--- src/hdl/smvc_pkg.sv ---
// Shared types, op codes and a helper function for the sign-magnitude converter.
package smvc_pkg;

    typedef enum logic [1:0] {
        OP_DEC_FIX = 2'd0,
        OP_ENC_FIX = 2'd1,
        OP_DEC_INT = 2'd2,
        OP_ENC_INT = 2'd3
    } op_t;

    localparam logic [7:0] CH_F    = 8'h66;
    localparam logic [7:0] CH_S    = 8'h73;
    localparam logic [7:0] CH_U    = 8'h75;
    localparam logic [7:0] CH_P    = 8'h70;
    localparam logic [7:0] CH_I    = 8'h69;
    localparam logic [7:0] CH_1    = 8'h31;
    localparam logic [7:0] CH_2    = 8'h32;
    localparam logic [7:0] CH_3    = 8'h33;
    localparam logic [7:0] CH_6    = 8'h36;
    localparam logic [7:0] CH_8    = 8'h38;

    // Decoded request after the first stage.
    typedef struct packed {
        op_t         op;
        logic        fmt_ok;    // type and size valid
        logic        sgn;
        logic [3:0]  fbits;     // fraction bits for fixed formats
        logic [5:0]  ibits;     // 8/16/32 for integer formats
        logic [31:0] raw;
        logic [31:0] val;
    } dec_t;

    // Hex digit value (0-9, lower-case a-f); anything else counts zero.
    function automatic logic [4:0] digit_value(input logic [7:0] c);
        logic [4:0] d;
        d = 5'd0;
        if (c > 8'd96 && c < 8'd103) d = 5'(c - 8'd87);
        else if (c > 8'd47 && c < 8'd58) d = 5'(c - 8'd48);
        return d;
    endfunction

endpackage

--- src/hdl/smvc_decode.sv ---
// Stage 1: type code and size check.
module smvc_decode (
    input  logic        aclk,
    input  logic        en,
    input  logic [1:0]  op,
    input  logic [31:0] type_code,
    input  logic [5:0]  byte_count,
    input  logic [31:0] raw_in,
    input  logic [31:0] value_in,
    output smvc_pkg::dec_t dec_reg
);
    logic [7:0] c0, c1, c2, c3;
    logic [4:0] ib, fb;
    logic       len_ok, sgn, fix_ok, int_fmt;
    smvc_pkg::dec_t dec_next;

    assign c0 = type_code[31:24];
    assign c1 = type_code[23:16];
    assign c2 = type_code[15:8];
    assign c3 = type_code[7:0];

    always_comb begin
        len_ok  = (c0 != 8'd0) && (c1 != 8'd0) && (c2 != 8'd0);
        sgn     = (c0 == smvc_pkg::CH_S);
        ib      = smvc_pkg::digit_value(c2);
        fb      = smvc_pkg::digit_value(c3);
        fix_ok  = len_ok && (c0 == smvc_pkg::CH_F || sgn) && c1 == smvc_pkg::CH_P
                  && ({1'b0, ib} + {1'b0, fb} == (sgn ? 6'd15 : 6'd16));
        int_fmt = len_ok && (c0 == smvc_pkg::CH_U || sgn) && c1 == smvc_pkg::CH_I;
        dec_next.op    = smvc_pkg::op_t'(op);
        dec_next.sgn   = sgn;
        dec_next.fbits = fb[3:0];
        dec_next.ibits = 6'd0;
        dec_next.raw   = raw_in;
        dec_next.val   = value_in;
        dec_next.fmt_ok = 1'b0;
        case (smvc_pkg::op_t'(op))
            smvc_pkg::OP_DEC_FIX: dec_next.fmt_ok = fix_ok && byte_count == 6'd2;
            smvc_pkg::OP_ENC_FIX: dec_next.fmt_ok = fix_ok;
            default: begin
                if (int_fmt) begin
                    if (c2 == smvc_pkg::CH_8 && byte_count == 6'd1
                        && (op == smvc_pkg::OP_DEC_INT || c3 == 8'd0))
                        dec_next.ibits = 6'd8;
                    else if (c2 == smvc_pkg::CH_1 && c3 == smvc_pkg::CH_6
                             && byte_count == 6'd2)
                        dec_next.ibits = 6'd16;
                    else if (c2 == smvc_pkg::CH_3 && c3 == smvc_pkg::CH_2
                             && byte_count == 6'd4)
                        dec_next.ibits = 6'd32;
                end
                dec_next.fmt_ok = dec_next.ibits != 6'd0;
            end
        endcase
    end

    always_ff @(posedge aclk) begin
        if (en) dec_reg <= dec_next;
    end
endmodule

--- src/hdl/smvc_fix_float.sv ---
// Fixed-point <-> float arithmetic, two register stages.
module smvc_fix_float (
    input  logic        aclk,
    input  logic        en1,
    input  logic        en2,
    input  smvc_pkg::dec_t d,
    output logic [31:0] fdec_reg,   // float bits from a fixed decode
    output logic [15:0] fenc_reg    // fixed word from a float encode
);
    // ---- stage A: decode normalization (count leading zeros) and encode prep
    logic [14:0] w;
    logic        dneg;
    logic [15:0] mag;
    logic [4:0]  lz;
    logic [15:0] mag_reg;
    logic [4:0]  lz_reg;
    logic        dneg_reg;
    logic [3:0]  fb_reg;
    // encode
    logic [7:0]  ex;
    logic [22:0] fr;
    logic        eneg, nan, inf;
    logic signed [9:0] sh;          // unbiased exponent + F
    logic [23:0] mant;
    logic [15:0] enc_mag;
    logic [15:0] encw_reg;

    always_comb begin
        w    = d.raw[14:0];
        dneg = d.sgn && d.raw[15];
        mag  = dneg ? {1'b0, w} : d.raw[15:0];
        lz   = 5'd16;
        for (int i = 0; i < 16; i++) begin
            if (mag[i]) lz = 5'(15 - i);
        end
        ex   = d.val[30:23];
        fr   = d.val[22:0];
        nan  = (ex == 8'hFF) && (fr != 23'd0);
        inf  = (ex == 8'hFF) && (fr == 23'd0);
        eneg = d.val[31] && !nan && (d.val[30:0] != 31'd0);
        mant = {1'b1, fr};
        sh   = $signed({2'b0, ex}) - 10'sd127 + $signed({6'd0, d.fbits});
        if (nan || ex == 8'd0) enc_mag = 16'd0;
        else if (inf || sh >= 10'sd16) enc_mag = 16'hFFFF;
        else if (sh < 10'sd0) enc_mag = 16'd0;
        else enc_mag = 16'(mant >> (5'd23 - 5'(sh)));
        if (d.sgn) enc_mag = {eneg, enc_mag[14:0]};
    end

    always_ff @(posedge aclk) begin
        if (en1) begin
            mag_reg  <= mag;
            lz_reg   <= lz;
            dneg_reg <= dneg;
            fb_reg   <= d.fbits;
            encw_reg <= enc_mag;
        end
    end

    // ---- stage B: assemble float from normalized magnitude
    logic [15:0] nm;
    logic [7:0]  fexp;
    logic [31:0] fbits;
    always_comb begin
        nm    = mag_reg << lz_reg[3:0];
        fexp  = 8'(8'd142 - {3'd0, lz_reg} - {4'd0, fb_reg});
        if (lz_reg == 5'd16) fbits = {dneg_reg, 31'd0};
        else fbits = {dneg_reg, fexp, nm[14:0], 8'd0};
    end

    always_ff @(posedge aclk) begin
        if (en2) begin
            fdec_reg <= fbits;
            fenc_reg <= encw_reg;
        end
    end
endmodule

--- src/hdl/smvc_int.sv ---
// Integer encode/decode, two register stages.
module smvc_int (
    input  logic        aclk,
    input  logic        en1,
    input  logic        en2,
    input  smvc_pkg::dec_t d,
    output logic [31:0] idec_reg,
    output logic [31:0] ienc_reg
);
    logic [31:0] mask, top, e, mag, ee;
    logic        neg, dn;
    logic [31:0] de_reg, ee_reg;
    logic        dn_reg;

    always_comb begin
        case (d.ibits)
            6'd8:    begin mask = 32'hFF;   top = 32'h80; end
            6'd16:   begin mask = 32'hFFFF; top = 32'h8000; end
            default: begin mask = 32'hFFFFFFFF; top = 32'h80000000; end
        endcase
        e   = d.raw & mask;
        dn  = d.sgn && ((e & top) != 32'd0);
        if (dn) e = e & ~top;
        neg = d.val[31];
        mag = neg ? (32'd0 - d.val) : d.val;
        ee  = mag & mask;
        if (d.sgn) ee = (ee & ~top) | (neg ? top : 32'd0);
    end

    always_ff @(posedge aclk) begin
        if (en1) begin
            de_reg <= e;
            dn_reg <= dn;
            ee_reg <= ee;
        end
        if (en2) begin
            idec_reg <= dn_reg ? (32'd0 - de_reg) : de_reg;
            ienc_reg <= ee_reg;
        end
    end
endmodule

--- src/hdl/sign_magnitude_value_converter.sv ---
// Top level: sign-magnitude value converter, four-stage pipeline.
// Path: an accepted item passes the decode, arith A, arith B and out registers in turn.
// Throughput: one item per cycle; the set of stage registers advances whenever the
// output register is empty or being taken, so a stall holds every stage in place.
// Reset: aresetn synchronous active low clears all stage valid bits; data regs are not reset.
module sign_magnitude_value_converter (
    input  logic        aclk,
    input  logic        aresetn,
    input  logic        s_valid,
    output logic        s_ready,
    input  logic [1:0]  s_op,
    input  logic [31:0] s_type_code,
    input  logic [5:0]  s_byte_count,
    input  logic [31:0] s_raw_in,
    input  logic signed [31:0] s_value_in,
    output logic        m_valid,
    input  logic        m_ready,
    output logic        m_ok,
    output logic [31:0] m_raw_out,
    output logic signed [31:0] m_value_out
);
    // global advance: whole pipe moves together when output can take an item
    logic adv;
    logic v1_reg, v2_reg, v3_reg, v4_reg;
    logic v1_next, v2_next, v3_next, v4_next;

    assign adv     = !v4_reg || m_ready;
    assign s_ready = adv;

    smvc_pkg::dec_t d1_reg;
    smvc_decode u_dec (
        .aclk(aclk), .en(adv), .op(s_op), .type_code(s_type_code),
        .byte_count(s_byte_count), .raw_in(s_raw_in), .value_in(s_value_in),
        .dec_reg(d1_reg)
    );

    logic [31:0] fdec, idec, ienc;
    logic [15:0] fenc;
    smvc_fix_float u_ff (
        .aclk(aclk), .en1(adv), .en2(adv), .d(d1_reg),
        .fdec_reg(fdec), .fenc_reg(fenc)
    );
    smvc_int u_int (
        .aclk(aclk), .en1(adv), .en2(adv), .d(d1_reg),
        .idec_reg(idec), .ienc_reg(ienc)
    );

    // op/ok travel alongside the arithmetic stages
    smvc_pkg::op_t op2_reg, op3_reg;
    logic          ok2_reg, ok3_reg;
    logic          ok4_reg;
    logic [31:0]   raw4_reg, val4_reg;
    logic [31:0]   raw4_next, val4_next;

    // pick the field the op writes; a rejected item carries zeros
    always_comb begin
        raw4_next = 32'd0;
        val4_next = 32'd0;
        if (ok3_reg) begin
            case (op3_reg)
                smvc_pkg::OP_DEC_FIX: val4_next = fdec;
                smvc_pkg::OP_ENC_FIX: raw4_next = {16'd0, fenc};
                smvc_pkg::OP_DEC_INT: val4_next = idec;
                smvc_pkg::OP_ENC_INT: raw4_next = ienc;
                default: ;
            endcase
        end
    end

    always_ff @(posedge aclk) begin
        if (adv) begin
            op2_reg <= d1_reg.op;
            ok2_reg <= d1_reg.fmt_ok;
            op3_reg <= op2_reg;
            ok3_reg <= ok2_reg;
            ok4_reg <= ok3_reg;
            raw4_reg <= raw4_next;
            val4_reg <= val4_next;
        end
    end

    always_comb begin
        v1_next = adv ? s_valid : v1_reg;
        v2_next = adv ? v1_reg  : v2_reg;
        v3_next = adv ? v2_reg  : v3_reg;
        v4_next = adv ? v3_reg  : v4_reg;
    end

    always_ff @(posedge aclk) begin
        if (!aresetn) begin
            v1_reg <= 1'b0;
            v2_reg <= 1'b0;
            v3_reg <= 1'b0;
            v4_reg <= 1'b0;
        end else begin
            v1_reg <= v1_next;
            v2_reg <= v2_next;
            v3_reg <= v3_next;
            v4_reg <= v4_next;
        end
    end

    assign m_valid     = v4_reg;
    assign m_ok        = ok4_reg;
    assign m_raw_out   = raw4_reg;
    assign m_value_out = val4_reg;

    // a result that is not ok carries zero data
    a_zero_when_bad: assert property (@(posedge aclk) disable iff (!aresetn)
        (m_valid && !m_ok) |-> (m_raw_out == 32'd0 && m_value_out == 32'd0))
        else $error("non-ok item with data");
    // a decode never writes raw_out, an encode never writes value_out
    a_one_field: assert property (@(posedge aclk) disable iff (!aresetn)
        m_valid |-> (m_raw_out == 32'd0 || m_value_out == 32'd0))
        else $error("both data fields set");
    // a stalled output holds
    a_hold: assert property (@(posedge aclk) disable iff (!aresetn)
        (m_valid && !m_ready) |=> (m_valid && $stable(m_raw_out) && $stable(m_value_out)))
        else $error("output changed under stall");
endmodule
--- config.mk ---
export PLATFORM = sky130hd
export DESIGN_NAME = sign_magnitude_value_converter
export DESIGN_NICKNAME = d
export VERILOG_FILES = /design/src/hdl/smvc_pkg.sv /design/src/hdl/smvc_decode.sv /design/src/hdl/smvc_fix_float.sv /design/src/hdl/smvc_int.sv /design/src/hdl/sign_magnitude_value_converter.sv
export SDC_FILE = /design/constraint.sdc
export NUM_CORES = 1
export LEC_CHECK = 0
export ABC_AREA = 1
export BUFFER_PORTS_ARGS = -buffer_cell sky130_fd_sc_hd__buf_4
export CAP_MARGIN = 20
export CORE_MARGIN = 2
export CORE_UTILIZATION = 54
export CTS_CLUSTER_SIZE = 40
export DETAILED_ROUTE_END_ITERATION = 12
export PLACE_DENSITY = 0.82
export SETUP_SLACK_MARGIN = 0.05
export SYNTH_ARGS = -nofsm -noshare
export SYNTH_HDL_FRONTEND = slang
export SYNTH_SLANG_ARGS = --single-unit
--- constraint.sdc ---
create_clock -name aclk -period 10.4 [get_ports aclk]
set_input_delay 2.08 -clock aclk [delete_from_list [all_inputs] [get_ports aclk]]
set_output_delay 2.08 -clock aclk [all_outputs]
set_load 0.02 [all_outputs]
**After elaboration in Yosys (flattened, before gate mapping)**

Index checks and enable logic that the tools add are counted.

- Output and inout bits: 67
- Word-level logic and storage cells: 178
- Input bits: 108
- Register bits: 372

- Add/subtract/negate cells: 12
- Magnitude comparators: 10
- Equal/unequal tests: 23
- Mux-type cells: 40
- Reductions and logical operators: 49
- Shift-type cells: 2
- Bitwise operators: 7

Operators with widths:

| kind | number |
|---|---|
| 32-bit case mux with 2 select lines | 4 |
| 32-bit bitwise AND | 5 |
| 32-bit 2-to-1 mux | 5 |
| 16-bit 2-to-1 mux | 5 |
| 1-bit by 32-bit subtractor with 32-bit output (first input constant) | 2 |
| 8-bit by 6-bit equality test with 1-bit output (second input constant) | 5 |
| 8-bit by 7-bit equality test with 1-bit output (second input constant) | 5 |
| 32-bit NOT | 1 |
| 32-bit OR | 1 |
| 32-bit nonzero test | 1 |
| 31-bit nonzero test | 1 |
| 5-bit 2-to-1 mux | 6 |
| 6-bit 2-to-1 mux | 5 |
| 4-bit 2-to-1 mux | 7 |
| 1-bit logical AND | 24 |
| 8-bit nonzero test | 3 |
| 24-bit by 5-bit >> shifter with 16-bit output | 1 |
| 23-bit zero test | 1 |
| 23-bit nonzero test | 1 |
| 5-bit subtractor (second input constant) | 4 |
| 8-bit by 6-bit greater-than comparator with 1-bit output (second input constant) | 2 |
| 8-bit by 7-bit greater-than comparator with 1-bit output (second input constant) | 2 |
| 8-bit zero test | 2 |
| 8-bit by 6-bit < comparator with 1-bit output (second input constant) | 2 |
| other kinds (32) | 48 |

**Logic depth before layout (Yosys ltp)**

- Depth after elaboration: 17
- Mapped depth: 19

**By module**

From an unflattened synthesis, not the netlist that was laid out.

- Cells, all modules: 1,899
- Area, all modules: 18,221.2 um^2

Modules (own cells, without submodules):

| module | sequential area each (um^2) | area an instance (um^2) | cells each | instances |
|---|---|---|---|---|
| smvc_int | 3,873.7 | 6,182.2 | 614 | 1 |
| smvc_fix_float | 2,432.3 | 5,385.2 | 691 | 1 |
| smvc_decode | 2,252.2 | 3,367.0 | 297 | 1 |
| sign_magnitude_value_converter | 2,212.1 | 3,286.9 | 297 | 1 |

**Worst setup path after synthesis**

OpenSTA, ideal clock, no wires.

- Path kind: input port to output port
- From: input m_ready
- To: output s_ready
- Buffers on the path: 0
- Data arrival time: 9.047 ns
- Path slack: -0.727 ns
- Required time: 8.320 ns
- Stages: 2
- Cell sequence: nor2_1 -> inv_1

- Cells in the longest elaborated chain, start to end: 1

RTL lines:

| what | RTL line | source |
|---|---|---|
| start: declaration | sign_magnitude_value_converter.sv:17 | `input logic m_ready,` |
| 1-bit logical OR | sign_magnitude_value_converter.sv:27 | `assign adv = !v4_reg \|\| m_ready;` |
| end: declaration | sign_magnitude_value_converter.sv:10 | `output logic s_ready,` |

No other way between the ends.

**Worst setup path in the final report**

Ends and elaborated chain as after synthesis.

==> impl_metrics.csv <==
group,metric,value,unit
clocking,cts.clk_slew.worst_paths,60,ps
setup_path,cpMostUsedCell,"buf_4",
setup_path,crit_path_start_kind,"input port",
setup_path,regToRegSetupSlack,6490,ps
grt,gr-total-overflow,0,
route,detail_route.drc_violations,0,
grt,grt_pass1_vias,12000,
floorplan,fp.coreArea,31300,um2
grt,groute.usage.overall,0.229,
timing,ratio_of_final_minimum_period_to_clock_period,0.497,
finish,num-fill-cells,2459,
floorplan,placementRows,65,
logic_synthesis,synthesis.area,17000,um2
logic_synthesis,synth.largest_area_cell,"edfxtp_1",
clocking,cts_setup_buffers,0,
floorplan,fp.dieW,182,um
pwr,irDropWorstVdd,0.130,mV
grt,grt_first_pass_wirelength,60300,um
pwr,power.density_cell_area,175,nW/um2
clocking,cts_buffers,37,
timing,achievable-frequency,193,MHz
timing,final-hold-violation-count,0,
logic_synthesis,synth_largest_type_area_fraction,0.616,
clocking,insertion_delay,540,ps
clocking,clock-sinks,353,
timing,worst_rel_slew_slack,0.310,
timing,worstMarginPinSlew,1030,ps
floorplan,initial_utilization,0.544,
logic_synthesis,ys_top_cells_by_area,"edfxtp_1 62%, nand2_1 7.4%, nand3_1 4.9%",
grt,number_of_antenna_violations_at_the_first_check_in_global_routing,0,
grt,grt_max_degree,86,
flow_run,cap_violations,0,
route,viasPerCell,5.47,
clocking,clock_tree.root_cell,"clkbuf_16",
setup_path,required_time_at_the_endpoint_of_the_critical_path,8320,ps
clocking,cts_tree,"done",
setup_path,largest_fanout_on_the_critical_path,8,
timing,timing.final.setup_violations,0,
route,route.final.wire_length,37700,um
finish,flip_flop_count_of_the_largest_register_after_layout,75,
pwr,leakage,8.45,nW
setup_path,critical-path-max-stage-delay,340,ps
finish,design.final.nets,1987,
floorplan,dieArea,33000,um2
logic_synthesis,synth-edff-count,349,
setup_path,cpLargestDelayFamily,"buffers and inverters",
setup_path,path_cells,"buf_4 > nor2_1 > clkinvlp_4 > buf_4",
route,antenna_violating_nets_post_route,0,
route,drt-wirelength-per-cell,16.6,um
timing,slew_violations,0,
setup_path,crit_path_buf_inv_count,3,
logic_synthesis,ys_top_cells_by_count,"349 x edfxtp_1, 334 x nand2_1, 185 x inv_1, 167 x nand3_1, 161 x nor2_1",
logic_synthesis,synth_most_common_cell,"edfxtp_1",
logic_synthesis,yosys_warnings,0,
floorplan,die_height,182,um
place,placement.io_buffers,174,
logic_synthesis,async_reset_ff_frac,0,
timing,clock_skew,26.6,ps
clocking,cts_h_tree_depth,2,
route,firstDrtPassIters,7,
logic_synthesis,mapped_cells,1686,
floorplan,io-pin-count,175,
finish,n_antenna_cell,0,
clocking,post_cts.resized_instances,0,
clocking,max-clock-path-buffers,3,
setup_path,worst_ep_arrival_time,3090,ps
setup_path,critPathKind,"in -> out",
logic_synthesis,yosys_register_bits,353,
route,detailroute.via_count,12500,
min_path,timing.hold.worst.class,"reg -> reg",
timing,timing.final.crit_period,5170,ps
pwr,total_power,3.47,mW
outcome,status,"finished clean",
timing,grt_setup_unrepaired,"false",
timing,finalSetupTns,0,ps
logic_synthesis,synth_seq_area_share,0.620,
place,hpwlAfterDp,27200,um
logic_synthesis,dominantRegCellSynth,"edfxtp_1",
finish,final_layout_size_suffix_gt1_frac,0.151,
route,drt_first_iter_violations,1140,
clocking,holdBufCountCts,0,
logic_synthesis,post_synthesis_mean_instance_area,10.1,um2
place,gp_congestion,0.909,
logic_synthesis,synth_cell_types,52,
finish,syn2layout_area_growth,16.3,%
setup_path,cpMaxStageDelayCell,"clkinvlp_4",
setup_path,cp-end-kind,"primary output",
report_power, final:
group | switching (mW) | internal, mW | total (mW)
Sequential | 0.0706 | 1.73 | 1.80
Combinational | 0.286 | 0.160 | 0.446
Clock | 0.529 | 0.702 | 1.23
per-layer routing:
layer  routed length [um]  part of all wire  GRT usage  vias to the layer above
met5                    0                 0          0                        -
met4                 1010             0.027     0.0780                        0
met3                 2180             0.058     0.0321                       67
met2                18600              0.49      0.393                      439
met1                15900              0.42      0.301                     5827
li1                     -                 -          -                     6117
path summary, 6_finish.rpt:
kind,startpoint,cells after the start,to
setup / recovery,m_ready,4,s_ready
hold reg to reg,u_int.ee_reg[11],0,u_int.ienc_reg[11]
hold / removal,u_int.ee_reg[11],0,u_int.ienc_reg[11]
setup reg to reg,u_dec.dec_reg[24],13,u_ff.encw_reg[4]
final cells by class:
class | count | area (um2) | area share
Timing Repair Buffer | 186 | 1410 | 0.0712
Clock inverter | 16 | 134 | 0.00676
Inverter | 190 | 718 | 0.0363
Clock buffer | 49 | 992 | 0.0501
Sequential cell | 353 | 10600 | 0.534
Multi-Input combinational cell | 1080 | 5480 | 0.277
Tap cell | 402 | 503 | 0.0254
per-stage QoR:
stage	hold slack [ps]	instances	setup slack [ps]	cell area, um2	utilization
6_report	411	2276	5230	19800	0.632
3_5_place_dp	405	2210	4360	18600	0.596
2_1_floorplan	400	1687	1980	17000	-
4_1_cts	402	2275	4350	19800	0.632
3_3_place_gp	401	2210	4400	18600	0.596
5_1_grt	412	2276	5120	19800	0.632
cells in the final DEF, fill, tap and decap left out, drive strengths merged, types with 4 or more instances in the layout:
cell / count
a21oi: 99
a31oi: 5
buf: 186
clkbuf: 49
clkinv: 14
dfxtp: 4
edfxtp: 349
ha: 28
inv: 188
nand2: 347
nand3: 168
nand4: 16
nor2: 165
nor3: 32
nor4: 15
o211ai: 9
o21ai: 115
o22ai: 6
o31ai: 5
or2: 6
xnor2: 8
xor2: 33
kinds of logic (layout without fill, tap and decap cells):
family / Yosys count / after routing / share of synthesized area
buf+inv: 254 / 441 / 0.0583
compound gates: 249 / 249 / 0.0808
flops: 353 / 353 / 0.620
xor+xnor: 41 / 41 / 0.0211
mux: 2 / 2 / 0.00118
fa+ha+maj: 31 / 31 / 0.0241
simple gates: 755 / 755 / 0.194
other cells: 1 / 2 / 0.000220
(Power assumes the default switching activity.)
